### src/hw/rtl/knvs_pkg.sv
// knvs_pkg: types, constants and helpers shared by the k-nearest column search
// used by knvs_isqrt, knvs_dist, knvs_cell and k_nearest_vector_select
// no dependencies
package knvs_pkg;

    // sizes
    localparam int MAX_DIM      = 256;
    localparam int MAX_K        = 16;
    localparam int ELEMENT_BITS = 16;
    localparam int POS_W        = $clog2(MAX_DIM);
    localparam int LEN_W        = $clog2(MAX_DIM + 1);
    localparam int K_W          = $clog2(MAX_K + 1);
    localparam int RANK_W       = 4;
    localparam int IDX_W        = 16;
    localparam int CNT_W        = IDX_W + 1;
    localparam int DIST_W       = 40;
    localparam int KEEP_W       = DIST_W + 1;
    localparam int TERM_W       = 2 * ELEMENT_BITS;
    localparam int ROOT_W       = DIST_W / 2;

    localparam logic [DIST_W-1:0] DIST_SAT = '1;
    localparam logic [KEEP_W-1:0] DIST_INF = '1;

    // metric codes
    localparam logic [1:0] METRIC_SQ = 2'd0;
    localparam logic [1:0] METRIC_L2 = 2'd1;
    localparam logic [1:0] METRIC_L1 = 2'd2;

    // register indexes
    localparam logic [1:0] REG_METRIC = 2'd0;
    localparam logic [1:0] REG_VLEN   = 2'd1;
    localparam logic [1:0] REG_NUMK   = 2'd2;

    // one kept slot
    typedef struct packed {
        logic [KEEP_W-1:0] distance;
        logic [IDX_W-1:0]  idx;
        logic              filled;
    } entry_t;

    localparam entry_t ENTRY_EMPTY = '{distance: DIST_INF, idx: '0, filled: 1'b0};

    // commands from the sequencer to every cell
    typedef struct packed {
        logic insert;
        logic advance;
        logic clear;
    } cell_ctrl_t;

    // finished column distance from the accumulator
    typedef struct packed {
        logic              valid;
        logic              final_col;
        logic [DIST_W-1:0] distance;
    } cand_t;

    typedef enum logic [1:0] {
        ST_RUN,
        ST_LOAD,
        ST_ROOT,
        ST_SEND
    } state_t;

    // register values outside their range are clamped when used
    function automatic logic [LEN_W-1:0] clamp_len(input logic [8:0] v);
        logic [LEN_W-1:0] r;
        if (v == 9'd0) begin
            r = LEN_W'(1);
        end else if (32'(v) > MAX_DIM) begin
            r = LEN_W'(MAX_DIM);
        end else begin
            r = LEN_W'(v);
        end
        return r;
    endfunction

    function automatic logic [K_W-1:0] clamp_k(input logic [4:0] v);
        logic [K_W-1:0] r;
        if (v == 5'd0) begin
            r = K_W'(1);
        end else if (32'(v) > MAX_K) begin
            r = K_W'(MAX_K);
        end else begin
            r = K_W'(v);
        end
        return r;
    endfunction

endpackage

### src/hw/rtl/knvs_cell.sv
// knvs_cell: one slot of the sorted nearest-column chain
// depends on knvs_pkg; takes a candidate or its lower neighbor on insert
module knvs_cell (
    input  logic                  aclk,
    input  logic                  aresetn,
    input  knvs_pkg::cell_ctrl_t  ctrl,
    input  logic                  active,
    input  knvs_pkg::entry_t      cand,
    input  logic                  prev_gt,
    input  knvs_pkg::entry_t      prev_entry,
    input  knvs_pkg::entry_t      next_entry,
    output knvs_pkg::entry_t      entry,
    output logic                  gt
);
    import knvs_pkg::*;

    entry_t entry_reg, entry_next;

    // candidate strictly better than this slot: ties stay ahead
    assign gt = (entry_reg.distance > cand.distance);

    always_comb begin
        entry_next = entry_reg;
        if (ctrl.clear) begin
            entry_next = ENTRY_EMPTY;
        end else if (ctrl.advance) begin
            entry_next = next_entry;
        end else if (ctrl.insert && active && gt) begin
            entry_next = prev_gt ? prev_entry : cand;
        end
    end

    always_ff @(posedge aclk) begin
        if (!aresetn) begin
            entry_reg <= ENTRY_EMPTY;
        end else begin
            entry_reg <= entry_next;
        end
    end

    assign entry = entry_reg;

endmodule

### config.mk
export PLATFORM = sky130hd
export DESIGN_NAME = knvs_cell
export DESIGN_NICKNAME = d
export VERILOG_FILES = /design/src/hw/rtl/knvs_pkg.sv /design/src/hw/rtl/knvs_cell.sv
export SDC_FILE = /design/constraint.sdc
export NUM_CORES = 1
export LEC_CHECK = 0
export BUFFER_PORTS_ARGS = -buffer_cell sky130_fd_sc_hd__buf_2
export CORE_ASPECT_RATIO = 0.8
export CORE_MARGIN = 3
export CORE_UTILIZATION = 47
export CTS_BUF_LIST = sky130_fd_sc_hd__clkbuf_4
export DETAILED_ROUTE_END_ITERATION = 10
export HOLD_SLACK_MARGIN = 0.1
export PLACE_DENSITY = 0.83
export SETUP_SLACK_MARGIN = 0.15
export SLEW_MARGIN = 0
export SYNTH_ARGS = -nofsm -noshare
export SYNTH_HDL_FRONTEND = slang
export SYNTH_SLANG_ARGS = --single-unit
export TNS_END_PERCENT = 30
### constraint.sdc
create_clock -name aclk -period 3.1 [get_ports aclk]
set_clock_uncertainty 0.05 [all_clocks]
set_input_delay 0.62 -clock aclk [delete_from_list [all_inputs] [get_ports aclk]]
set_output_delay 0.62 -clock aclk [all_outputs]
set_load 0.01 [all_outputs]
Word-level counts from Yosys, hierarchy flattened. Cells that the tools add are included.

Bits in registers: 58. Bits of input ports: 181. RAM bits: 0. Memories: 0. Output and inout bits: 59. Memory bits (read-only): 0. Bits in latches: 0. Word-level logic and storage cells: 12.

Equality and inequality tests: 0. Multiplexer cells: 3. Reductions and logical operators: 4. Multiply operators: 0. Bitwise logic cells: 1. Shift-type cells: 0. $add $sub $neg: 0. Divide/modulo/power cells: 0. Order comparisons: 1.

Operators with widths (count): $mux 58 (3); $gt 41x41->1 (1); $logic_and 1x1->1 (2); $reduce_bool 2->1 (1); $reduce_or 2->1 (1); $not 1->1 (1).

Longest topological paths before layout.
Word-level depth: 4. Gate-level depth with buffers: 11. Depth with buffers taken out: 9.

Worst setup path after synthesis. Ideal clock, no wire load.

Path type: input to register. From: in cand[40] (netlist name). To: reg entry_reg, in the netlist entry[35]. Buffers on the path: 2. Arrival time: 2.728 ns. Required time: 2.978 ns. Slack: 0.251 ns. Setup time: 0.072 ns. Stages: 11. Path through: inv_1 ha_1 a21oi_1 nand2_1 a221o_1 a211o_1 a211o_1 a41oi_2 buf_4 buf_6 mux2i_1.

Word-level cells in the longest chain between the ends: 3.

RTL lines: start: declaration (RTL line knvs_cell.sv:8) `input knvs_pkg::entry_t cand,`; $gt 41x41->1 (RTL line knvs_cell.sv:20) `assign gt = (entry_reg.distance > cand.distance);`; $logic_and 1x1->1 (RTL line knvs_cell.sv:28) `end else if (ctrl.insert && active && gt) begin`; $reduce_bool 2->1 (no line); end signal: assignment (RTL line knvs_cell.sv:37) `entry_reg <= entry_next;`; end: declaration (RTL line knvs_cell.sv:17) `entry_t entry_reg, entry_next;`.

No other way between the ends. A chain may end at the register's enable or synchronous reset.

Final worst setup path.
From: in cand[36] (netlist name). To: out gt.

Word-level cells in the longest chain between the ends: 1.

RTL lines: $gt 41x41->1 (RTL line knvs_cell.sv:20); end: declaration (RTL line knvs_cell.sv:13) `output logic gt`.

No other way between the ends.

==> key figures <==
GRT
  • GR Overflow Total: 0
  • Initial antenna violation count: 0
  • Largest net degree at the start of global routing: 69
  • Vias in the first global route: 4506
  • All-layer global routing usage: 23.2%
  • First-pass GRT wire length: 20.6 mm

Route
  • Number of vias per cell: 5.19
  • Via Count: 4723
  • Drt first pass iters: 4
  • Iteration-0 DRC Markers: 173
  • DRC Markers: 0
  • Final ANT Viol Nets: 0
  • WL/cell: 14.5 um
  • WL final: 13.2 mm

STA
  • Unrepaired setup endpoints after global routing: yes
  • Worst-margin pin slew: 660 ps
  • Final count of hold timing violations: 0
  • Setup TNS Final: 0 ps
  • Setup violations, final: 0
  • Final critical-path share of the clock period: 97.4%
  • Slew Limit Fails: 0
  • Tmin final: 3020 ps
  • Fmax: 331 MHz
  • Slew margin rel.: 56.0%

Power and ir drop
  • Pwr/cell area: 340 nW/um^2
  • Leakage: 3.09 nW
  • Total power: 2.12 mW
  • Maximum VDD drop: 0.000176 V

CTS
  • CTS hold repair buffers: 0
  • CTS tree: built
  • H-tree depth: 3
  • Clk root buf: clkbuf_4
  • Clock-pin slew on the worst setup and hold paths: 110 ps
  • Clk_lat worst skew: 400 ps
  • Clk sinks: 58
  • CTS buffer count: 9
  • Bufs on Longest Clock Path: 2

Synth
  • Post-synth top cells: mux2i_1 (116), nor2_1 (83), nand2_1 (61), dfxtp_1 (58)
  • Mapped Cells: 559
  • Async S/R FF share, synth: 0%
  • Most common cell in the netlist: mux2i_1
  • Netlist Area Pre-Place: 4460 um^2
  • Distinct cell type count after synthesis: 29
  • Synth top area cells: dfxtp_1 (26%), mux2i_1 (26%), ha_1 (12%), a211oi_1 (7.1%), nor2_1 (7.0%)
  • Yosys warns: 0
  • Post-Syn Area per Cell: 7.98 um^2
  • Predominant post-synthesis flop cell: dfxtp_1
  • Synth area leader: dfxtp_1
  • Yosys reg bits: 58
  • Syn nets: 781
  • Seq/Total Area, Yosys: 26.0%
  • Post-synth top area share: 26.0%
  • Post-synth EDFFs: 0

Critical path
  • R2R Path End: entry[55]
  • Startpoint Class: input pin
  • Critical Path RT: 2430 ps
  • Crit path capture: gt
  • R2r setup slk: 330 ps
  • Critical Path Sink Type: output pin
  • Crit path max fanout: 3
  • Crit path kind: in -> out
  • Crit path DAT: 2350 ps
  • Reg2reg path depth: 10
  • R2r startpoint: entry[34]
  • CP startpoint: cand[36]

Floorplan
  • Initial Utilization: 48.7%
  • Row count: 31
  • Core Footprint: 9150 um^2
  • Ports: 240
  • Die X: 115 um
  • Die Area: 10700 um^2
  • Chip height: 93.1 um

Cells and area
  • Antenna diodes: 0
  • Post-layout util: 68.0%
  • Synthesis-to-layout area growth: 39.5%
  • Fraction of layout cells with a size suffix above 1: 39.4%
  • Final #Nets: 1012
  • Max reg flops: 58

Run
  • Max Cap Viol: 0

Placed design
  • Port bufs: 239
  • Gp weighted congestion: 0.832
  • Final HPWL from detailed placement: 10.3 mm

Outcome
  • Outcome: completed

Min path
  • Hold/Removal Path Class: reg -> reg
[how the worst min path moves through the flow]
stage | start | slack [ps] | cells past startpoint | to
after detailed placement | entry[8] | 400 | 2 | entry[8]
final | entry[8] | 410 | 2 | entry[8]
after CTS | entry[8] | 410 | 2 | entry[8]
after global routing | next_entry[19] | 430 | 3 | entry[19]
after floorplan | entry[0] | 430 | 2 | entry[0]
after global placement | entry[14] | 390 | 2 | entry[14]
[power by group]
group	switching [mW]	total, mW	internal (mW)
registers	0.0299	0.814	0.784
clock network	0.285	0.686	0.401
logic	0.311	0.617	0.306
[cells in the final DEF, fill, tap and decap left out, types with 2 or more instances in the layout]
master / n
mux2i_1: 116
o211ai_1: 2
buf_4: 19
dfxtp_2: 16
o21ai_1: 3
nor3_1: 3
inv_2: 4
buf_12: 3
nor2_1: 83
bufinv_16: 3
nand2_1: 61
ha_1: 29
clkbuf_4: 9
a21oi_1: 16
a211o_1: 2
a211oi_1: 42
clkinv_1: 2
dfxtp_1: 42
inv_1: 38
nand4_1: 9
nand3_1: 8
ha_4: 12
clkinv_2: 2
a21oi_2: 2
o21ai_0: 20
buf_2: 236
[critical path: stages]
cell and delay (ps):
buf_2 90, inv_1 50, ha_1 300, nand4_1 150, nor2_1 70, a221o_1 290, a211o_1 240, a211o_1 280
and2_4 140, buf_6 110
[cells by family after synthesis]
logic type	Yosys count	share of synthesized area, %
AND/OR/NAND/NOR	172	15.7
multiplexers	116	26.0
adder cells (fa/ha/maj)	41	11.5
flip-flops	58	26.0
AO/OA/AOI/OAI	91	13.3
buffers and inverters	81	7.35
[cell type report]
cell class / instances / area (um^2)
clock inverter: 7 / 108
multi-input combinational: 420 / 3170
timing repair buffer: 259 / 1400
inverter: 42 / 158
sequential: 58 / 1180
tap: 115 / 144
fill: 768 / 2930
clock buffer: 9 / 67.6
[routing by layer]
layer | track usage (%) | up-vias | wire length, um
li1 | - | 2420 | -
met1 | 29.6 | 2121 | 5720
met2 | 40.1 | 160 | 6480
met3 | 4.08 | 22 | 793
met4 | 6.55 | 0 | 216
met5 | 0 | - | 0
[what timing repair did]
action | CTS | global route
buffers inserted | 4 | 2
endpoints found under the setup margin | 1 | 2
pin swaps | 6 | 9
gates resized for setup | 19 | 21
[metrics by stage]
step                      instance area (um^2)  cells  setup slack (ps)  hold WS, ps
after floorplan                           4460    559               251          432
after global placement                    5790    888             -52.7          393
after detailed placement                  5790    888             -84.0          397
after CTS                                 6110    908              43.7          413
after global routing                      6220    910             -27.1          432
final                                     6220    910              81.7          412
Note: power is estimated with default switching activity, not from simulation.
