===== config.mk =====
export PLATFORM = sky130hd
export DESIGN_NAME = knvs_isqrt
export DESIGN_NICKNAME = d
export VERILOG_FILES = /design/src/hw/rtl/knvs_pkg.sv /design/src/hw/rtl/knvs_isqrt.sv
export SDC_FILE = /design/constraint.sdc
export NUM_CORES = 1
export LEC_CHECK = 0
export BUFFER_PORTS_ARGS = -buffer_cell sky130_fd_sc_hd__buf_4
export CORE_ASPECT_RATIO = 0.75
export CORE_MARGIN = 5
export CORE_UTILIZATION = 50
export CTS_CLUSTER_DIAMETER = 50
export CTS_CLUSTER_SIZE = 40
export DETAILED_ROUTE_END_ITERATION = 16
export PLACE_DENSITY = 0.71
export SLEW_MARGIN = 10
export SYNTH_ARGS = -nofsm -noshare
export SYNTH_HDL_FRONTEND = slang
export SYNTH_SLANG_ARGS = --single-unit

===== constraint.sdc =====
create_clock -name aclk -period 4 [get_ports aclk]
set_clock_uncertainty 0.2 [all_clocks]
set_input_delay 0.6 -clock aclk [delete_from_list [all_inputs] [get_ports aclk]]
set_output_delay 0.6 -clock aclk [all_outputs]
set_load 0.01 [all_outputs]

===== src/hw/rtl/knvs_pkg.sv =====
// knvs_pkg: types, constants and helpers shared by the k-nearest column search
// used by knvs_isqrt, knvs_dist, knvs_cell and k_nearest_vector_select
// no dependencies
package knvs_pkg;

    // sizes
    localparam int MAX_DIM      = 256;
    localparam int MAX_K        = 16;
    localparam int ELEMENT_BITS = 16;
    localparam int POS_W        = $clog2(MAX_DIM);
    localparam int LEN_W        = $clog2(MAX_DIM + 1);
    localparam int K_W          = $clog2(MAX_K + 1);
    localparam int RANK_W       = 4;
    localparam int IDX_W        = 16;
    localparam int CNT_W        = IDX_W + 1;
    localparam int DIST_W       = 40;
    localparam int KEEP_W       = DIST_W + 1;
    localparam int TERM_W       = 2 * ELEMENT_BITS;
    localparam int ROOT_W       = DIST_W / 2;

    localparam logic [DIST_W-1:0] DIST_SAT = '1;
    localparam logic [KEEP_W-1:0] DIST_INF = '1;

    // metric codes
    localparam logic [1:0] METRIC_SQ = 2'd0;
    localparam logic [1:0] METRIC_L2 = 2'd1;
    localparam logic [1:0] METRIC_L1 = 2'd2;

    // register indexes
    localparam logic [1:0] REG_METRIC = 2'd0;
    localparam logic [1:0] REG_VLEN   = 2'd1;
    localparam logic [1:0] REG_NUMK   = 2'd2;

    // one kept slot
    typedef struct packed {
        logic [KEEP_W-1:0] distance;
        logic [IDX_W-1:0]  idx;
        logic              filled;
    } entry_t;

    localparam entry_t ENTRY_EMPTY = '{distance: DIST_INF, idx: '0, filled: 1'b0};

    // commands from the sequencer to every cell
    typedef struct packed {
        logic insert;
        logic advance;
        logic clear;
    } cell_ctrl_t;

    // finished column distance from the accumulator
    typedef struct packed {
        logic              valid;
        logic              final_col;
        logic [DIST_W-1:0] distance;
    } cand_t;

    typedef enum logic [1:0] {
        ST_RUN,
        ST_LOAD,
        ST_ROOT,
        ST_SEND
    } state_t;

    // register values outside their range are clamped when used
    function automatic logic [LEN_W-1:0] clamp_len(input logic [8:0] v);
        logic [LEN_W-1:0] r;
        if (v == 9'd0) begin
            r = LEN_W'(1);
        end else if (32'(v) > MAX_DIM) begin
            r = LEN_W'(MAX_DIM);
        end else begin
            r = LEN_W'(v);
        end
        return r;
    endfunction

    function automatic logic [K_W-1:0] clamp_k(input logic [4:0] v);
        logic [K_W-1:0] r;
        if (v == 5'd0) begin
            r = K_W'(1);
        end else if (32'(v) > MAX_K) begin
            r = K_W'(MAX_K);
        end else begin
            r = K_W'(v);
        end
        return r;
    endfunction

endpackage


===== src/hw/rtl/knvs_isqrt.sv =====
// knvs_isqrt: floor square root of a 40-bit value, one result bit per cycle
// depends on knvs_pkg
module knvs_isqrt (
    input  logic                          aclk,
    input  logic                          aresetn,
    input  logic                          start,
    input  logic [knvs_pkg::DIST_W-1:0]   operand,
    output logic                          busy,
    output logic                          done,
    output logic [knvs_pkg::ROOT_W-1:0]   root
);
    import knvs_pkg::*;

    localparam int REM_W  = ROOT_W + 2;
    localparam int WIDE_W = REM_W + 2;
    localparam int STEP_W = $clog2(ROOT_W + 1);

    logic [STEP_W-1:0] step_reg, step_next;
    logic [REM_W-1:0]  rem_reg, rem_next;
    logic [ROOT_W-1:0] root_reg, root_next;
    logic [DIST_W-1:0] op_reg, op_next;
    logic              done_reg, done_next;
    logic [WIDE_W-1:0] rem_wide;
    logic [WIDE_W-1:0] trial;

    // one digit pair per cycle: bring down two bits, try subtracting 4r+1
    always_comb begin
        rem_wide  = {rem_reg, op_reg[DIST_W-1 -: 2]};
        trial     = {2'b00, root_reg, 2'b01};
        step_next = step_reg;
        rem_next  = rem_reg;
        root_next = root_reg;
        op_next   = op_reg;
        done_next = 1'b0;
        if (start) begin
            step_next = STEP_W'(ROOT_W);
            rem_next  = '0;
            root_next = '0;
            op_next   = operand;
        end else if (step_reg != '0) begin
            op_next   = {op_reg[DIST_W-3:0], 2'b00};
            step_next = step_reg - STEP_W'(1);
            if (rem_wide >= trial) begin
                rem_next  = REM_W'(rem_wide - trial);
                root_next = {root_reg[ROOT_W-2:0], 1'b1};
            end else begin
                rem_next  = REM_W'(rem_wide);
                root_next = {root_reg[ROOT_W-2:0], 1'b0};
            end
            done_next = (step_reg == STEP_W'(1));
        end
    end

    always_ff @(posedge aclk) begin
        if (!aresetn) begin
            step_reg <= '0;
            done_reg <= 1'b0;
        end else begin
            step_reg <= step_next;
            done_reg <= done_next;
        end
    end

    always_ff @(posedge aclk) begin
        rem_reg  <= rem_next;
        root_reg <= root_next;
        op_reg   <= op_next;
    end

    assign busy = (step_reg != '0);
    assign done = done_reg;
    assign root = root_reg;

endmodule


## Yosys cells after proc, flatten, opt, wreduce, memory -nomap -nowiden

Cells that the tools add are included.

| word-level totals | value |
|---|---|
| register bits | 88 |
| output and inout bits | 22 |
| logic and storage cells | 22 |

| cells by class | value |
|---|---|
| add/subtract/negate cells | 2 |
| $lt $le $gt $ge | 1 |
| equal/unequal tests | 1 |
| multiplexer cells | 6 |
| bitwise operators | 2 |
| reductions and logical operators | 4 |

Operators with widths:

| operator | count |
|---|---|
| $mux 40 | 2 |
| $ge 24x22->1 | 1 |
| $mux 22 | 1 |
| $sub 22x22->22 | 1 |
| $mux 5 | 2 |
| $eq 5x1->1 const B | 1 |
| $reduce_bool 5->1 | 1 |
| $sub 5x1->5 const B | 1 |
| $reduce_or 3->1 | 1 |
| $not 1->1 | 2 |
| $reduce_bool 2->1 | 1 |
| $reduce_or 2->1 | 1 |
| $mux 1 | 1 |

## Depth between registers and ports, before layout

| depth | value |
|---|---|
| word-level depth | 3 |
| depth in mapped cells | 11 |
| gate-level depth less buffers | 9 |

## Worst setup path before layout

OpenSTA, ideal clock, no wires.

| timing | value |
|---|---|
| kind | register -> register |
| start point | reg root_reg[11], in the netlist root[11] |
| end point | reg rem_reg[9] |
| setup time | 0.086 ns |
| arrival | 2.255 ns |
| path slack | 1.460 ns |
| stages on the path, launching flop included | 12 |
| path buffers | 2 |
| clock period less this slack | 2.540 ns |
| cell sequence | dfxtp_1 > inv_1 > ha_1 > buf_6 > a211oi_4 > o21bai_4 > a41oi_2 > a41oi_2 > or2_4 > buf_12 > mux2i_1 > a211oi_1 |

| between the ends | value |
|---|---|
| longest elaborated chain between the ends | 2 |

RTL lines:

| what | line | text |
|---|---|---|
| from (decl) | knvs_isqrt.sv:20 | `logic [ROOT_W-1:0] root_reg, root_next;` |
| from (signal assigned) | knvs_isqrt.sv:66 | `root_reg <= root_next;` |
| $ge 24x22->1 | knvs_isqrt.sv:43 | `if (rem_wide >= trial) begin` |
| $mux 22 | knvs_isqrt.sv:43 |  |
| to (signal assigned) | knvs_isqrt.sv:65 | `rem_reg <= rem_next;` |
| to (decl) | knvs_isqrt.sv:19 | `logic [REM_W-1:0] rem_reg, rem_next;` |

No other way between the ends.
A chain may end at the register's enable or synchronous reset.

## Worst setup path in the final report

| timing | value |
|---|---|
| start point | reg root_reg[0], in the netlist root[0] |
| end point | reg rem_reg[0] |

The elaborated chain is that of the path after synthesis.

==> results.json <==
{
  "p_per_area_nw_per_um2": 744,
  "fin_tns_setup_ns": 0,
  "mappedNetlistArea_um2": 4900,
  "ir_drop_uv": 412,
  "grt.busiest_layer": "met2",
  "synth.largest_area_cell": "edfxtp_1",
  "die_x_um": 124,
  "ys_seq_elements": 88,
  "numCtsBuffers": 9,
  "grt_max_degree": 43,
  "synth_adder_area_share_pct": 6.38,
  "tritoncts": "yes",
  "fp-row-count": 31,
  "grt_pass1_vias": 3712,
  "dieArea_um2": 11900,
  "path_max_fanout": 21,
  "synth_commonest_cells": "59 x nand2_1, 48 x dfxtp_1, 40 x edfxtp_1",
  "cp_top_family": "simple AND/OR/NAND/NOR gates",
  "start_util_pct": 51.0,
  "final_nets": 615,
  "cap_violations": 0,
  "clk_pin_slew_worst_paths_ns": 0.06,
  "async_reset_ff_share_pct": 0,
  "fmax_mhz": 353,
  "whs_path_depth": 2,
  "regArea_um2": 2160,
  "critPathCaptureType": "flop",
  "largest_reg_flops": 40,
  "post_cts_buffers": 0,
  "slew_headroom_pct": 55.4,
  "outcome": "finished, final reports clean",
  "final_cell_area_um2": 5750,
  "cp_slowest_cell": "or2_4",
  "path_depth": 9,
  "drc": 0,
  "rr_worst_depth": 9,
  "final-hold-violation-count": 0,
  "synth_compound_area_share_pct": 17.4,
  "syn_to_final_growth_pct": 17.1,
  "fin_crit_sh_pct": 70.8,
  "synth.area.top_cells": "edfxtp_1 24%, dfxtp_1 20%, mux2_2 8.7%",
  "fill_cells": 868,
  "placedInstanceArea_um2": 5460,
  "synth-seq-area-share_pct": 44.1,
  "critical_path_required_ns": 4.03,
  "gp_congestion": 0.887,
  "grt_util_all_layers_pct": 18.9,
  "synth_top_area_share_pct": 24.5,
  "ctsResizeCount": 0,
  "avgSynthCellArea_um2": 9.97,
  "synth_top_family_by_area": "compound AO/OA/AOI/OAI gates",
  "worstHoldPathType": "reg2reg",
  "root_buffer": "clkbuf_16",
  "synth.mux.area_fraction_pct": 11.4,
  "hpwl_um": 7700,
  "clk_path_buf_depth": 2,
  "grt_pass1_wl_um": 18200,
  "grt_util_met2_pct": 28.6,
  "antenna_found_initial": 0,
  "drtIter0Drc": 233,
  "yosys.area_share.simple_pct": 12.6,
  "crit_type": "reg2reg",
  "num_io_pins": 65,
  "finalMaxSlewViolations": 0,
  "tightest_slew_ns": 0.666,
  "vias_per_cell": 5.58,
  "gr-total-overflow": 0,
  "clk_latency_ns": 0.34,
  "synth_most_common_cell": "nand2_1",
  "wl_per_cell_um": 15.9,
  "syn_nets": 560,
  "postSynthCellCount": 492,
  "multi_input_area_um2": 2500,
  "period_minus_slack_ns": 2.83,
  "synth_flop_cell": "dfxtp_1",
  "synth-edff-count": 40,
  "die_h_um": 95.8,
  "path_cells": "inv_1 > ha_1 > and2b_1 > o21a_1 > o21ai_2 > a41oi_2 > or2_4 > and3_1 > a221o_1",
  "setup_violations": 0,
  "p_leak_nw": 2.31,
  "holdBufCountCts": 0,
  "synth_xor_area_share_pct": 3.21,
  "diodes": 0,
  "use_met1_pct": 26.8,
  "crit_path_start_kind": "flop",
  "core_um2": 9620,
  "layout-drive-gt1-share_pct": 24.8,
  "cts.sinks": 88,
  "rsz0062_at_grt": "no",
  "drtAntennaViolNets": 0,
  "h-tree-depth": 3,
  "vias": 3817,
  "ys_warn_count": 0,
  "port_buffers": 64,
  "ys_types": 58,
  "cp_slowest_stage_delay_ns": 0.42,
  "finalWirelength_um": 10900,
  "use_met3_pct": 4.83,
  "first_pass_iters": 5,
  "critPathArrivalTime_ns": 2.86,
  "worst-path-buf-inv": 1
}
## final timing paths
check	from	slack [ns]	end
worst max-delay path	root[0]	1.17	rem_reg[0]
worst min register to register	root[19]	0.27	root[19]
worst min-delay path	root[19]	0.27	root[19]
worst max register to register	root[0]	1.17	rem_reg[0]
## where the power goes
group | switching (mW) | internal (mW)
clock | 0.345 | 0.482
combinational | 1.26 | 0.931
sequential | 0.116 | 1.14
total | 1.72 | 2.56
## cells in the final DEF (no fill, tap or decap), drive strengths merged, types with 2 or more instances in the layout
cell type,instances
xor2,7
o311ai,2
a21boi,2
mux2i,13
o211ai,6
inv,30
a21o,6
a2111oi,3
nand3,8
edfxtp,40
mux2,38
nor2,36
ha,25
nand2,59
o21a,6
a32oi,3
a311oi,2
a31oi,2
nand2b,2
a41oi,2
and3,3
o21ai,22
buf,69
nor3,9
xnor2,11
a211oi,21
clkinv,4
dfxtp,48
clkbuf,10
nand4,6
a21oi,36
and2,4
nor2b,3
## through the flow
| step | cells | setup WS, ns | utilization, % | hold slack [ns] | power, mW |
|---|---|---|---|---|---|
| global placement | 668 | 1.27 | 56.7 | 0.258 | 3.36 |
| finish | 684 | 1.17 | 59.7 | 0.269 | 4.28 |
| CTS | 684 | 1.19 | 59.7 | 0.264 | 4.28 |
| floorplan | 492 | 1.46 | - | 0.251 | 3.03 |
| detailed placement | 668 | 1.20 | 56.7 | 0.263 | 3.43 |
| global route | 684 | 0.993 | 59.7 | 0.269 | 4.59 |
## cell families after synthesis
kind of cell	after synthesis
fa+ha+maj	25
simple gates	135
compound gates	121
xor+xnor	18
mux	51
flops	88
buf+inv	54
## worst register-to-register path, cell delays in order (launching register included)
cell and delay [ns]:
dfxtp_1 0.39, inv_1 0.07, ha_1 0.37, and2b_1 0.23
o21a_1 0.20, o21ai_2 0.19, a41oi_2 0.19, or2_4 0.42
and3_1 0.22, a221o_1 0.25
## metal layers
metal,vias up,share of wire [%]
met2,85,44
li1,1892,-
met3,12,4.6
met1,1828,50
met4,0,1.4
met5,-,0
## area by class of cell
cell class | instances | share of cell area, %
multi-input combinational | 350 | 43.6
tap | 132 | 2.87
inverter | 29 | 1.89
clock buffer | 10 | 3.99
sequential | 88 | 37.6
timing repair buffer | 69 | 9.02
clock inverter | 6 | 1.05
Power figures use the tool's default switching activity.
